===== src/hdl/ghr_pkg.sv =====
// Shared types and constants for the generational handle registry.
// No dependencies; imported by every module of the block.
package ghr_pkg;

	localparam int GEN_W        = 32;
	localparam int NUM_COUNTERS = 10;
	localparam int CNT_W        = 4;
	localparam int CNT_VAL_W    = 64;
	localparam int ROW_SHIFT    = 3;                  // 8 slots per life-state row
	localparam int LANE_W       = ROW_SHIFT;
	localparam int ROW_SLOTS    = 1 << ROW_SHIFT;
	localparam int LIFE_ROW_W   = 2 * ROW_SLOTS;

	typedef enum logic [2:0] {
		CMD_REGISTER  = 3'd0,
		CMD_RETIRE    = 3'd1,
		CMD_MARK_DEAD = 3'd2,
		CMD_PUBLISH   = 3'd3,
		CMD_QUERY     = 3'd4,
		CMD_READ_CNT  = 3'd5,
		CMD_CLEAR     = 3'd6
	} cmd_t;

	typedef enum logic [2:0] {
		ST_OK      = 3'd0,
		ST_FULL    = 3'd1,
		ST_INVALID = 3'd2,
		ST_STALE   = 3'd3,
		ST_WRONG   = 3'd4
	} status_t;

	typedef enum logic [1:0] {
		LS_FREE     = 2'd0,
		LS_ACTIVE   = 2'd1,
		LS_RETIRING = 2'd2,
		LS_DEAD     = 2'd3
	} life_t;

	localparam logic [CNT_W-1:0] CNT_REG_OK      = 4'd0;
	localparam logic [CNT_W-1:0] CNT_REG_REUSE   = 4'd1;
	localparam logic [CNT_W-1:0] CNT_REG_FULL    = 4'd2;
	localparam logic [CNT_W-1:0] CNT_RETIRE_OK   = 4'd3;
	localparam logic [CNT_W-1:0] CNT_DEAD_OK     = 4'd4;
	localparam logic [CNT_W-1:0] CNT_PUB_ACCEPT  = 4'd5;
	localparam logic [CNT_W-1:0] CNT_PUB_STALE   = 4'd6;
	localparam logic [CNT_W-1:0] CNT_PUB_DEAD    = 4'd7;
	localparam logic [CNT_W-1:0] CNT_PUB_INVALID = 4'd8;
	localparam logic [CNT_W-1:0] CNT_BAD_TRANS   = 4'd9;

	typedef struct packed {
		logic                    clear;
		logic [NUM_COUNTERS-1:0] inc;
	} ctr_ctl_t;

endpackage


===== src/hdl/ghr_slot_store.sv =====
// Slot storage: generation memory (one word per slot) and life-state memory
// (eight 2-bit states per row). Both read synchronously.
// Depends on ghr_pkg.
module ghr_slot_store #(
	parameter int SLOT_COUNT = 64
) (
	input  logic                            clk,
	input  logic [(SLOT_COUNT > 1 ? $clog2(SLOT_COUNT) : 1)-1:0] gen_rd_addr,
	input  logic                            gen_wr_en,
	input  logic [(SLOT_COUNT > 1 ? $clog2(SLOT_COUNT) : 1)-1:0] gen_wr_addr,
	input  logic [ghr_pkg::GEN_W-1:0]       gen_wr_data,
	output logic [ghr_pkg::GEN_W-1:0]       gen_rd_data,
	input  logic [((SLOT_COUNT + 7) / 8 > 1 ? $clog2((SLOT_COUNT + 7) / 8) : 1)-1:0] life_rd_row,
	input  logic                            life_wr_en,
	input  logic [((SLOT_COUNT + 7) / 8 > 1 ? $clog2((SLOT_COUNT + 7) / 8) : 1)-1:0] life_wr_row,
	input  logic [ghr_pkg::LIFE_ROW_W-1:0]  life_wr_data,
	output logic [ghr_pkg::LIFE_ROW_W-1:0]  life_rd_data
);
	import ghr_pkg::*;

	localparam int ROWS = (SLOT_COUNT + ROW_SLOTS - 1) / ROW_SLOTS;

	logic [GEN_W-1:0]      gen_mem  [SLOT_COUNT];
	logic [LIFE_ROW_W-1:0] life_mem [ROWS];

	always_ff @(posedge clk) begin
		if (gen_wr_en) begin
			gen_mem[gen_wr_addr] <= gen_wr_data;
		end
		gen_rd_data <= gen_mem[gen_rd_addr];
	end

	always_ff @(posedge clk) begin
		if (life_wr_en) begin
			life_mem[life_wr_row] <= life_wr_data;
		end
		life_rd_data <= life_mem[life_rd_row];
	end

endmodule


===== src/hdl/ghr_counters.sv =====
// Ten 64-bit wrapping event counters with a select read port.
// Depends on ghr_pkg (counter count, control struct).
module ghr_counters (
	input  logic                        clk,
	input  logic                        arst_n,
	input  ghr_pkg::ctr_ctl_t           ctl,
	input  logic [ghr_pkg::CNT_W-1:0]   sel,
	output logic [ghr_pkg::CNT_VAL_W-1:0] value
);
	import ghr_pkg::*;

	logic [CNT_VAL_W-1:0] cnt_q [NUM_COUNTERS];

	always_ff @(posedge clk or negedge arst_n) begin
		if (!arst_n) begin
			for (int i = 0; i < NUM_COUNTERS; i++) cnt_q[i] <= '0;
		end else if (ctl.clear) begin
			for (int i = 0; i < NUM_COUNTERS; i++) cnt_q[i] <= '0;
		end else begin
			for (int i = 0; i < NUM_COUNTERS; i++) begin
				if (ctl.inc[i]) cnt_q[i] <= cnt_q[i] + CNT_VAL_W'(1);
			end
		end
	end

	assign value = (sel < CNT_W'(NUM_COUNTERS)) ? cnt_q[sel] : '0;

endmodule


===== src/hdl/generational_handle_registry.sv =====
// Generational handle registry, top level: command sequencer around the slot
// memories and the event counters. Depends on ghr_pkg, ghr_slot_store, ghr_counters.
//
// An item is taken when start is high and busy is low; its result appears on the
// result ports for exactly one cycle with done high, and the receiver cannot hold
// it off. Retire, mark dead, publish check, query state, read counter and the
// unused code do one synchronous memory read, then the check and write-back;
// start may be raised again in the done cycle. Register scans the life-state
// memory one row of 8 slots per cycle, reading at most ceil(SLOT_COUNT/8) rows,
// and stops at the first row holding a dead slot; a full table is reported once
// the last row has been read. Clear zeroes the counters at once and sweeps both
// memories one slot per cycle. After reset the same sweep runs with busy high
// and no done.
module generational_handle_registry #(
	parameter int SLOT_COUNT = 64
) (
	input  logic        clk,
	input  logic        arst_n,
	input  logic        start,
	input  logic [2:0]  command,
	input  logic [15:0] token_slot,
	input  logic [31:0] token_generation,
	input  logic [3:0]  counter_select,
	output logic        busy,
	output logic        done,
	output logic        success,
	output logic [2:0]  status_code,
	output logic [5:0]  granted_slot,
	output logic [31:0] granted_generation,
	output logic        slot_reused,
	output logic [1:0]  life_state,
	output logic [63:0] counter_value
);
	import ghr_pkg::*;

	localparam int SW   = SLOT_COUNT > 1 ? $clog2(SLOT_COUNT) : 1;
	localparam int ROWS = (SLOT_COUNT + ROW_SLOTS - 1) / ROW_SLOTS;
	localparam int RW   = ROWS > 1 ? $clog2(ROWS) : 1;

	typedef enum logic [2:0] {
		S_IDLE,
		S_EXEC,
		S_SCAN,
		S_FETCH,
		S_GRANT,
		S_CLEAR
	} state_t;

	function automatic logic [1:0] life_get(input logic [LIFE_ROW_W-1:0] row,
	                                        input logic [LANE_W-1:0] lane);
		return row[{lane, 1'b0} +: 2];
	endfunction

	function automatic logic [LIFE_ROW_W-1:0] life_set(input logic [LIFE_ROW_W-1:0] row,
	                                                   input logic [LANE_W-1:0] lane,
	                                                   input life_t ls);
		logic [LIFE_ROW_W-1:0] r;
		r = row;
		r[{lane, 1'b0} +: 2] = ls;
		return r;
	endfunction

	state_t          state_q;
	cmd_t            cmd_q;
	logic [15:0]     slot_q;
	logic [GEN_W-1:0] gen_q;
	logic [CNT_W-1:0] sel_q;
	logic [RW-1:0]   row_s1;
	logic            have_free_q;
	logic [SW-1:0]   free_slot_q;
	logic [SW-1:0]   found_q;
	logic            reused_q;
	logic [SW-1:0]   clr_idx_q;
	logic            clr_reply_q;

	// memory ports
	logic [SW-1:0]         gen_rd_addr, gen_wr_addr;
	logic                  gen_wr_en;
	logic [GEN_W-1:0]      gen_wr_data, gen_rd_data;
	logic [RW-1:0]         life_rd_row, life_wr_row;
	logic                  life_wr_en;
	logic [LIFE_ROW_W-1:0] life_wr_data, life_rd_data;

	ctr_ctl_t             ctr_ctl;
	logic [CNT_VAL_W-1:0] ctr_value;

	// result of the item finishing this cycle
	logic             fin;
	logic             res_success;
	status_t          res_status;
	logic [5:0]       res_gslot;
	logic [GEN_W-1:0] res_ggen;
	logic             res_reused;
	logic [1:0]       res_life;
	logic [CNT_VAL_W-1:0] res_cval;

	// token check
	logic    tok_invalid, tok_stale;
	life_t   cur_life, need_life, next_life;

	// row scan
	logic [16:0]           row_base;
	logic [ROW_SLOTS-1:0]  dead_v, free_v;
	logic [LANE_W-1:0]     dead_idx, free_idx;
	logic                  scan_last;
	logic [GEN_W-1:0]      new_gen;

	ghr_slot_store #(.SLOT_COUNT(SLOT_COUNT)) u_store (
		.clk          (clk),
		.gen_rd_addr  (gen_rd_addr),
		.gen_wr_en    (gen_wr_en),
		.gen_wr_addr  (gen_wr_addr),
		.gen_wr_data  (gen_wr_data),
		.gen_rd_data  (gen_rd_data),
		.life_rd_row  (life_rd_row),
		.life_wr_en   (life_wr_en),
		.life_wr_row  (life_wr_row),
		.life_wr_data (life_wr_data),
		.life_rd_data (life_rd_data)
	);

	ghr_counters u_counters (
		.clk    (clk),
		.arst_n (arst_n),
		.ctl    (ctr_ctl),
		.sel    (sel_q),
		.value  (ctr_value)
	);

	assign busy = (state_q != S_IDLE);

	// read address selection
	always_comb begin
		gen_rd_addr = SW'(token_slot);
		life_rd_row = RW'(token_slot >> ROW_SHIFT);
		unique case (state_q)
			S_IDLE: begin
				if (cmd_t'(command) == CMD_REGISTER) life_rd_row = '0;
			end
			S_SCAN: life_rd_row = row_s1 + RW'(1);
			S_FETCH: begin
				gen_rd_addr = found_q;
				life_rd_row = RW'(found_q >> ROW_SHIFT);
			end
			default: ;
		endcase
	end

	// row scan: lowest dead and lowest free slot within the row just read
	always_comb begin
		row_base = 17'(row_s1) << ROW_SHIFT;
		dead_idx = '0;
		free_idx = '0;
		for (int k = 0; k < ROW_SLOTS; k++) begin
			logic slot_ok;
			logic [1:0] ls;
			slot_ok = (row_base + 17'(k)) < 17'(SLOT_COUNT);
			ls = life_get(life_rd_data, LANE_W'(k));
			dead_v[k] = slot_ok && (ls == LS_DEAD);
			free_v[k] = slot_ok && (ls == LS_FREE);
		end
		for (int k = ROW_SLOTS - 1; k >= 0; k--) begin
			if (dead_v[k]) dead_idx = LANE_W'(k);
			if (free_v[k]) free_idx = LANE_W'(k);
		end
		scan_last = (row_s1 == RW'(ROWS - 1));
	end

	// token check against the stored entry
	always_comb begin
		tok_invalid = !({1'b0, slot_q} < 17'(SLOT_COUNT)) || (gen_q == '0);
		tok_stale   = (gen_rd_data != gen_q);
		cur_life    = life_t'(life_get(life_rd_data, slot_q[LANE_W-1:0]));
		need_life   = (cmd_q == CMD_RETIRE) ? LS_ACTIVE : LS_RETIRING;
		next_life   = (cmd_q == CMD_RETIRE) ? LS_RETIRING : LS_DEAD;
		new_gen     = gen_rd_data + GEN_W'(1);
		if (new_gen == '0) new_gen = GEN_W'(1);
	end

	// execute, write back and count
	always_comb begin
		fin          = 1'b0;
		res_success  = 1'b0;
		res_status   = ST_OK;
		res_gslot    = '0;
		res_ggen     = '0;
		res_reused   = 1'b0;
		res_life     = '0;
		res_cval     = '0;
		gen_wr_en    = 1'b0;
		gen_wr_addr  = found_q;
		gen_wr_data  = new_gen;
		life_wr_en   = 1'b0;
		life_wr_row  = RW'(slot_q >> ROW_SHIFT);
		life_wr_data = life_set(life_rd_data, slot_q[LANE_W-1:0], next_life);
		ctr_ctl      = '0;

		unique case (state_q)
			S_IDLE: begin
				ctr_ctl.clear = start && (cmd_t'(command) == CMD_CLEAR);
			end
			S_EXEC: begin
				fin = 1'b1;
				unique case (cmd_q)
					CMD_RETIRE, CMD_MARK_DEAD: begin
						priority if (tok_invalid) begin
							res_status = ST_INVALID;
							ctr_ctl.inc[CNT_BAD_TRANS] = 1'b1;
						end else if (tok_stale) begin
							res_status = ST_STALE;
							ctr_ctl.inc[CNT_BAD_TRANS] = 1'b1;
						end else if (cur_life != need_life) begin
							res_status = ST_WRONG;
							ctr_ctl.inc[CNT_BAD_TRANS] = 1'b1;
						end else begin
							res_success = 1'b1;
							life_wr_en  = 1'b1;
							if (cmd_q == CMD_RETIRE) ctr_ctl.inc[CNT_RETIRE_OK] = 1'b1;
							else                     ctr_ctl.inc[CNT_DEAD_OK] = 1'b1;
						end
					end
					CMD_PUBLISH: begin
						priority if (tok_invalid) begin
							res_status = ST_INVALID;
							ctr_ctl.inc[CNT_PUB_INVALID] = 1'b1;
						end else if (tok_stale) begin
							res_status = ST_STALE;
							ctr_ctl.inc[CNT_PUB_STALE] = 1'b1;
						end else if (cur_life == LS_ACTIVE || cur_life == LS_RETIRING) begin
							res_success = 1'b1;
							ctr_ctl.inc[CNT_PUB_ACCEPT] = 1'b1;
						end else begin
							res_status = ST_WRONG;
							ctr_ctl.inc[CNT_PUB_DEAD] = 1'b1;
						end
					end
					CMD_QUERY: begin
						priority if (tok_invalid) begin
							res_status = ST_INVALID;
						end else if (tok_stale) begin
							res_status = ST_STALE;
						end else begin
							res_success = 1'b1;
							res_life    = cur_life;
						end
					end
					CMD_READ_CNT: begin
						res_success = (sel_q < CNT_W'(NUM_COUNTERS));
						res_cval    = ctr_value;
					end
					default: ;  // unused code: no effect
				endcase
			end
			S_SCAN: begin
				if (!(|dead_v) && scan_last && !have_free_q && !(|free_v)) begin
					fin        = 1'b1;
					res_status = ST_FULL;
					ctr_ctl.inc[CNT_REG_FULL] = 1'b1;
				end
			end
			S_GRANT: begin
				fin          = 1'b1;
				res_success  = 1'b1;
				res_gslot    = 6'(found_q);
				res_ggen     = new_gen;
				res_reused   = reused_q;
				gen_wr_en    = 1'b1;
				life_wr_en   = 1'b1;
				life_wr_row  = RW'(found_q >> ROW_SHIFT);
				life_wr_data = life_set(life_rd_data, LANE_W'(found_q), LS_ACTIVE);
				ctr_ctl.inc[CNT_REG_OK]    = 1'b1;
				ctr_ctl.inc[CNT_REG_REUSE] = reused_q;
			end
			S_CLEAR: begin
				gen_wr_en    = 1'b1;
				gen_wr_addr  = clr_idx_q;
				gen_wr_data  = '0;
				life_wr_en   = 1'b1;
				life_wr_row  = RW'(clr_idx_q >> ROW_SHIFT);
				life_wr_data = '0;
				if (clr_idx_q == SW'(SLOT_COUNT - 1)) begin
					fin         = clr_reply_q;
					res_success = 1'b1;
				end
			end
			default: ;
		endcase
	end

	always_ff @(posedge clk or negedge arst_n) begin
		if (!arst_n) begin
			state_q            <= S_CLEAR;
			cmd_q              <= CMD_REGISTER;
			slot_q             <= '0;
			gen_q              <= '0;
			sel_q              <= '0;
			row_s1             <= '0;
			have_free_q        <= 1'b0;
			free_slot_q        <= '0;
			found_q            <= '0;
			reused_q           <= 1'b0;
			clr_idx_q          <= '0;
			clr_reply_q        <= 1'b0;
			done               <= 1'b0;
			success            <= 1'b0;
			status_code        <= ST_OK;
			granted_slot       <= '0;
			granted_generation <= '0;
			slot_reused        <= 1'b0;
			life_state         <= '0;
			counter_value      <= '0;
		end else begin
			done <= fin;
			if (fin) begin
				success            <= res_success;
				status_code        <= res_status;
				granted_slot       <= res_gslot;
				granted_generation <= res_ggen;
				slot_reused        <= res_reused;
				life_state         <= res_life;
				counter_value      <= res_cval;
			end

			unique case (state_q)
				S_IDLE: begin
					if (start) begin
						cmd_q       <= cmd_t'(command);
						slot_q      <= token_slot;
						gen_q       <= token_generation;
						sel_q       <= counter_select;
						row_s1      <= '0;
						have_free_q <= 1'b0;
						reused_q    <= 1'b0;
						unique case (cmd_t'(command))
							CMD_REGISTER: state_q <= S_SCAN;
							CMD_CLEAR: begin
								clr_idx_q   <= '0;
								clr_reply_q <= 1'b1;
								state_q     <= S_CLEAR;
							end
							default: state_q <= S_EXEC;
						endcase
					end
				end
				S_EXEC: state_q <= S_IDLE;
				S_SCAN: begin
					row_s1 <= row_s1 + RW'(1);
					if (|dead_v) begin
						found_q  <= SW'(row_base + 17'(dead_idx));
						reused_q <= 1'b1;
						state_q  <= S_FETCH;
					end else begin
						if (!have_free_q && (|free_v)) begin
							free_slot_q <= SW'(row_base + 17'(free_idx));
							have_free_q <= 1'b1;
						end
						if (scan_last) begin
							if (have_free_q) begin
								found_q <= free_slot_q;
								state_q <= S_FETCH;
							end else if (|free_v) begin
								found_q <= SW'(row_base + 17'(free_idx));
								state_q <= S_FETCH;
							end else begin
								state_q <= S_IDLE;  // table full
							end
						end
					end
				end
				S_FETCH: state_q <= S_GRANT;
				S_GRANT: state_q <= S_IDLE;
				S_CLEAR: begin
					clr_idx_q <= clr_idx_q + SW'(1);
					if (clr_idx_q == SW'(SLOT_COUNT - 1)) begin
						clr_reply_q <= 1'b0;
						state_q     <= S_IDLE;
					end
				end
				default: state_q <= S_IDLE;
			endcase
		end
	end

endmodule


===== config.mk =====
export PLATFORM = sky130hd
export DESIGN_NAME = generational_handle_registry
export DESIGN_NICKNAME = d
export VERILOG_FILES = /design/src/hdl/ghr_pkg.sv /design/src/hdl/ghr_slot_store.sv /design/src/hdl/ghr_counters.sv /design/src/hdl/generational_handle_registry.sv
export SDC_FILE = /design/constraint.sdc
export NUM_CORES = 2
export LEC_CHECK = 0
export BUFFER_PORTS_ARGS = -buffer_cell sky130_fd_sc_hd__buf_2
export CAP_MARGIN = 0
export CORE_MARGIN = 2
export CORE_UTILIZATION = 45
export CTS_CLUSTER_DIAMETER = 60
export CTS_CLUSTER_SIZE = 30
export DETAILED_ROUTE_END_ITERATION = 8
export GPL_TIMING_DRIVEN = 0
export PLACE_DENSITY = 0.64
export SETUP_SLACK_MARGIN = 0.2
export SLEW_MARGIN = 20
export SYNTH_ARGS = -nofsm -noshare
export SYNTH_HDL_FRONTEND = slang
export SYNTH_SLANG_ARGS = --single-unit

===== constraint.sdc =====
create_clock -name clk -period 4.2 [get_ports clk]
set_input_delay 1.26 -clock clk [delete_from_list [all_inputs] [get_ports clk]]
set_output_delay 1.26 -clock clk [all_outputs]
set_load 0.005 [all_outputs]

# After elaboration in Yosys (flattened, before gate mapping)
# Memories as Yosys holds them, arrays and structs flattened. A register that Yosys moved wholly into a read port is not among the register bits.
# Index checks and enable logic that the tools add are counted.
dict set report word_totals {
  reg_bits 832
  ramBits 2176
  in_bits 58
  out_inout_bits 111
  memories 2
}
dict set report classes {
  add_sub_neg 24
  magnitude_cmp 11
  n_eq_ne 32
  n_shift 5
  n_mux 131
  bitwise_logic 2
  n_reduce_logical 68
}
# name depth word_bits rd rd_ports_with_merged_regs wr line_no
set memory_table {}
lappend memory_table {u_store.gen_mem 64 32 1 1 1 ghr_slot_store.sv:23} ;# logic [GEN_W-1:0] gen_mem [SLOT_COUNT];
lappend memory_table {u_store.life_mem 8 16 1 1 1 ghr_slot_store.sv:24} ;# logic [LIFE_ROW_W-1:0] life_mem [ROWS];
# operator n
set ops {}
lappend ops {{$mux W64} 15}
lappend ops {{$add A64 B1 Y64 const B} 10}
lappend ops {{$mux W640} 1}
lappend ops {{$bmux W64 S4} 1}
lappend ops {{$mux W32} 3}
lappend ops {{$mux W3} 29}
lappend ops {{$logic_not A32 Y1} 2}
lappend ops {{$mux W6} 9}
lappend ops {{$lt A7 B7 Y1 const B} 7}
lappend ops {{$mux W1} 39}
lappend ops {{$add A32 B1 Y32 const B} 1}
lappend ops {{$bwmux W16} 2}
lappend ops {{$ne A32 B32 Y1} 1}
lappend ops {{$pmux W16 S2} 1}
lappend ops {{$shift A2 B6 Y16 const A} 2}
lappend ops {{$add A6 B3 Y7 const B} 4}
lappend ops {{$mux W2} 14}
lappend ops {{$reduce_bool A2 Y1} 13}
lappend ops {{$pmux W3 S2} 4}
lappend ops {{$logic_and A1 B1 Y1} 21}
lappend ops {{$eq A2 B2 Y1 const B} 9}
lappend ops {{$eq A3 B3 Y1 const B} 6}
lappend ops {{$pmux W3 S3} 2}
lappend ops {{$logic_not A2 Y1} 8}
lappend ops {{other kinds (38)} 69}

# Longest topological paths before layout
dict set report logic_depth {
  word_depth 16
  depth_mapped 14
  mapped_depth_nobuf 9
}

# By module
# From an unflattened synthesis, not the netlist that was laid out.
dict set report hier_totals {
  hier_cells 8981
  hier_area_um2 132170.5
}
# mod n_inst cells_each area_per_inst_um2 seq_area_each_um2
set modules_own_cells {}
lappend modules_own_cells {ghr_slot_store 1 3602 83490.1 66303.6}
lappend modules_own_cells {ghr_counters 1 4268 38625.8 16015.4}
lappend modules_own_cells {generational_handle_registry 1 1111 10054.6 4807.1}

# Worst setup path before layout
# No wires, ideal clock.
dict set report synth_path {
  kind {register -> register}
  start {register u_store.gen_rd_data[5] (netlist name), read port of u_store.gen_mem}
  end {memory u_store.gen_mem[0][1] (data pin)}
  t_arrival_ns 3.806
  setup_slack_ns -0.155
  path_stages_with_launch 8
  synth_period_minus_slack_ns 4.355
  path_cell_list {dfxtp_1 buf_2 nand4_1 nor4_1 nand4_1 nor3b_1 o221a_2 a21oi_1}
}
dict set report synth_via {
  elab_chain_cells 4
}
# element line_no
set synth_lines {}
lappend synth_lines {{start, declared} ghr_slot_store.sv:12} ;# output logic [ghr_pkg::GEN_W-1:0] gen_rd_data,
lappend synth_lines {{$add A32 B1 Y32} generational_handle_registry.sv:176} ;# new_gen = gen_rd_data + GEN_W'(1);
lappend synth_lines {{$logic_not A32 Y1} generational_handle_registry.sv:177} ;# if (new_gen == '0) new_gen = GEN_W'(1);
lappend synth_lines {{$mux W32} generational_handle_registry.sv:177}
lappend synth_lines {{$mux W32} generational_handle_registry.sv:198} ;# unique case (state_q)
lappend synth_lines {{net gen_wr_data[1]} generational_handle_registry.sv:79} ;# logic [GEN_W-1:0] gen_wr_data, gen_rd_data;
lappend synth_lines {{end, declared} ghr_slot_store.sv:23}
# The timed path passes the listed nets, and every way through them passes these cells.

# Final worst setup path
dict set report layout_path {
  start {register state_q[0]}
  end {register u_store.gen_rd_data[8] (netlist name), read port of u_store.gen_mem}
}
dict set report layout_via {
  elab_chain_cells 2
}
# element line_no
set layout_lines {}
lappend layout_lines {{start, declared} generational_handle_registry.sv:63} ;# state_t state_q;
lappend layout_lines {{start signal, assigned} generational_handle_registry.sv:292} ;# state_q <= S_CLEAR;
lappend layout_lines {{start signal, assigned} generational_handle_registry.sv:335} ;# CMD_REGISTER: state_q <= S_SCAN;
lappend layout_lines {{start signal, assigned} generational_handle_registry.sv:339} ;# state_q <= S_CLEAR;
lappend layout_lines {{$eq A3 B2 Y1} generational_handle_registry.sv:136} ;# unique case (state_q)
lappend layout_lines {{$mux W6} generational_handle_registry.sv:136}
# Every way passes these cells.
# A chain may end at the register's enable or synchronous reset.

==> metrics <==
R2R Setup Slk=around 0.02 ns; I/O pins=roughly 170; Cell variety after synth=96; DR WL/cell=29.3 µm; initial core utilization=a little under half; Post-Syn Area per Cell=between 10 and 15 µm²; clk sinks=between 3,000 and 4,000; status=finished clean; Lkg Pwr=about 56 nW; Placement Setup Slack=-2.39 ns; ys async rst share=a little over a quarter; initial antenna violation count=46; most frequent cells in the layout=2,332 x nand2_1, 2,176 x edfxtp_1, 1,013 x nand3_1; share of layout cells above drive strength 1=between 10% and 20%; critical path arrival=~5.1 ns; maximum buffer depth of the clock tree=4; synth top area cells=edfxtp_1 49%, dfrtp_1 16%, nand2_1 6.6%; worst r2r path cells=12; total track usage=a little under a third; number of global-route vias before repair=about 94,000; post-route minimum period=between 4 and 5 ns; CTS root buf=clkbuf_16; Rows=200; TritonRoute pass-1 iters=6; number of flops mapped to enable cells by yosys=2,176; DR iter-0 viols=13,834; htree depth=4; dpl hpwl=346 mm; die area=between 300,000 and 400,000 µm²; number of remaining DRC errors=0; clock share of power=approximately 28%; largest net degree at the start of global routing=around 130; CTS tree=yes; count of input and output buffers=roughly 170; vias=approximately 100k; Reg-to-Reg End=u_store.gen_rd_data[8]$_DFF_P_; Final Hold Fails=0; Final GP Congestion=~1.1; WP data required=approximately 5.1 ns; Setup crit end kind=register; Setup-failing EPs final=0; unrepaired setup endpoints after global routing=yes; Mapped Area=between 100,000 and 150,000 µm²; Post-CTS Hold Buffers=0; fmax=approximately 240 MHz; synthesized instance count=around 11,000; WL final=~470 mm; Max VDD drop=roughly 0.46 mV; Die X=between 500 and 600 µm; WS Path Type=reg -> reg; CP Launch Point=state_q[0]$_DFFE_PN1P_; Yosys warnings=0; non-filler instance count after layout=16,137; Worst Path Max Fanout=10; #FFs+latches synth=3,056; Worst Hold Class=in -> async; Final Slew Violations=0; Main synth FF type=edfxtp_1; largest area contributor in the netlist=edfxtp_1; Sequential Power Share=a little under half; first-pass GRT wire length=around 670 mm; CP Launch Type=register; Worst R2R Start=state_q[0]$_DFFE_PN1P_; relative slew slack=15.1%; Final ANT Viol Nets=0; top-area cell type share of the netlist area=48.8%; DR vias/cell=a little over 6; # nets final=12,043; placed cells=about 16,000; chip height=roughly 550 µm; Clock transition at path regs=~0.09 ns; Worst Tran Pin Value=between 1 and 1.5 ns; total gr overflow=0; min setup slack post-route=around 0.02 ns; skew final=around 0.11 ns; core outline area=just under 300,000 µm²; internal power=56.0 mW; Net Sw Frac=35.9%; post-synthesis sequential area ratio=65.1%; Worst-Skew Late Latency=1.00 ns; syn nets=roughly 11,000; switching power of the nets=~31 mW; Num CTS Buffers=220; Pwr Density=560 nW/µm²; fin crit share=99.5%; Area Overhead vs Synth=16.5%; Max-Cap Viols=0; most common cell after layout, fill and taps aside=nand2_1; Comb pwr share=between 20 and 30%
[metrics by stage]
stage               TNS (ns)  area [µm²]  power [mW]  hold WS (ns)  utilization [%]
finish                     0      156000        87.3         0.213             52.6
global route        -0.00476      156000        89.8         0.261             52.6
CTS                   -0.967      154000        86.6         0.245             52.0
detailed placement  -1017.95      144000        62.3         0.461             48.6
global placement           -      140000        60.5         0.457             47.1
floorplan                  0      134000        51.4         0.437                -
[per-layer routing]
metal / up-vias / global-route usage [%] / part of all wire (%)
li1: 42947 / - / -
met1: 50025 / 38.4 / 36
met2: 5912 / 47.3 / 46
met3: 1228 / 5.97 / 9.6
met4: 20 / 22.6 / 8.4
met5: - / 0 / 0.028
[cell families (layout without fill, tap and decap cells)]
family,count (synthesis),count (layout),share of synthesized area [%]
simple gates,5249,5251,18.3
mux,421,421,5.18
other cells,0,41,0
compound gates,1280,1280,6.01
xor+xnor,442,442,2.89
buf+inv,804,1686,2.32
fa+ha+maj,21,21,0.196
flops,3056,3056,65.1
[repair_timing]
item	4_1_cts	5_1_grt
setup endpoints to repair	2626	2067
pin swaps	30	46
resized for setup	452	230
buffers inserted	36	101
gates cloned	0	2
[worst max-delay path by stage]
stage | end | slack, ns | cells after the start
after floorplan | u_store.gen_mem[0][22]$_DFFE_PP_ | 0.37 | 7
after global placement | granted_generation[15]$_DFFE_PN0P_ | -16.34 | 1
after detailed placement | u_store.gen_rd_data[30]$_DFF_P_ | -2.39 | 10
after CTS | u_counters.cnt_q[319]$_DFFE_PN0P_ | -0.07 | 10
after global routing | u_store.gen_rd_data[8]$_DFF_P_ | -0.005 | 12
final | u_store.gen_rd_data[8]$_DFF_P_ | 0.02 | 12
[power by group through the flow]
stage / registers (mW) / logic (mW) / clock network (mW)
2_1_floorplan: 40.0 / 11.4 / 0
3_3_place_gp: 41.7 / 18.8 / 0
3_5_place_dp: 41.4 / 20.9 / 0
4_1_cts: 40.8 / 21.3 / 24.4
5_1_grt: 41.2 / 23.1 / 25.5
6_report: 41.0 / 22.0 / 24.3
[Yosys cell counts, types with 9 or more instances]
master	count
dfxtp_1	48
buf_1	62
nor3_1	177
o21a_1	15
or2_2	38
xor2_1	211
o211ai_1	30
and3_1	96
nor4b_1	10
xnor2_1	231
nor2b_1	10
a2bb2oi_1	65
nor4_1	136
or3_1	147
mux4_2	211
nand3b_1	13
a22oi_1	73
o22ai_1	70
mux2i_1	150
inv_1	111
nand2b_1	12
a21oi_1	425
nor2_1	635
nand4_1	304
nor4_2	9
mux2_2	59
or4_1	122
buf_2	59
dfrtp_1	830
a31oi_1	76
nand2_1	2350
ha_1	21
and4_1	73
edfxtp_1	2176
o21ai_0	252
nand3_1	1017
o31ai_1	140
o221ai_1	9
a32oi_1	21
and2_1	52
clkbuf_1	567
[cell type report]
class	count	area, µm²
Antenna cell	41	103
Buffer	690	3260
Clock buffer	241	5770
Clock inverter	174	2430
Fill cell	24984	140000
Inverter	114	428
Multi-Input combinational cell	7415	46000
Sequential cell	3056	87100
Tap cell	3939	4930
Timing Repair Buffer	467	5800
[state kept, by name, summed over array words and instances (netlist names), 2 cells and up]
signal / count
sel_q: 4
u_store.gen_rd_data: 32
granted_slot: 6
found_q: 6
cmd_q: 3
free_slot_q: 6
u_store.life_mem: 128
life_state: 2
u_counters.cnt_q: 640
granted_generation: 32
state_q: 3
counter_value: 64
row_s1: 3
u_store.life_rd_data: 16
clr_idx_q: 6
slot_q: 16
gen_q: 32
status_code: 3
u_store.gen_mem: 2048
[worst max-delay path, stage by stage (launching register included)]
cell and delay, ns:
dfstp_2 0.55, buf_2 0.22, nand3b_1 0.10, buf_4 0.18
buf_4 0.13, mux2_2 0.26, buf_4 0.24, clkbuf_8 0.26
nor2_1 0.26, clkbuf_1 0.49, a21oi_1 0.21, o22ai_1 0.99
or4_1 0.26
(Power assumes the default switching activity.)
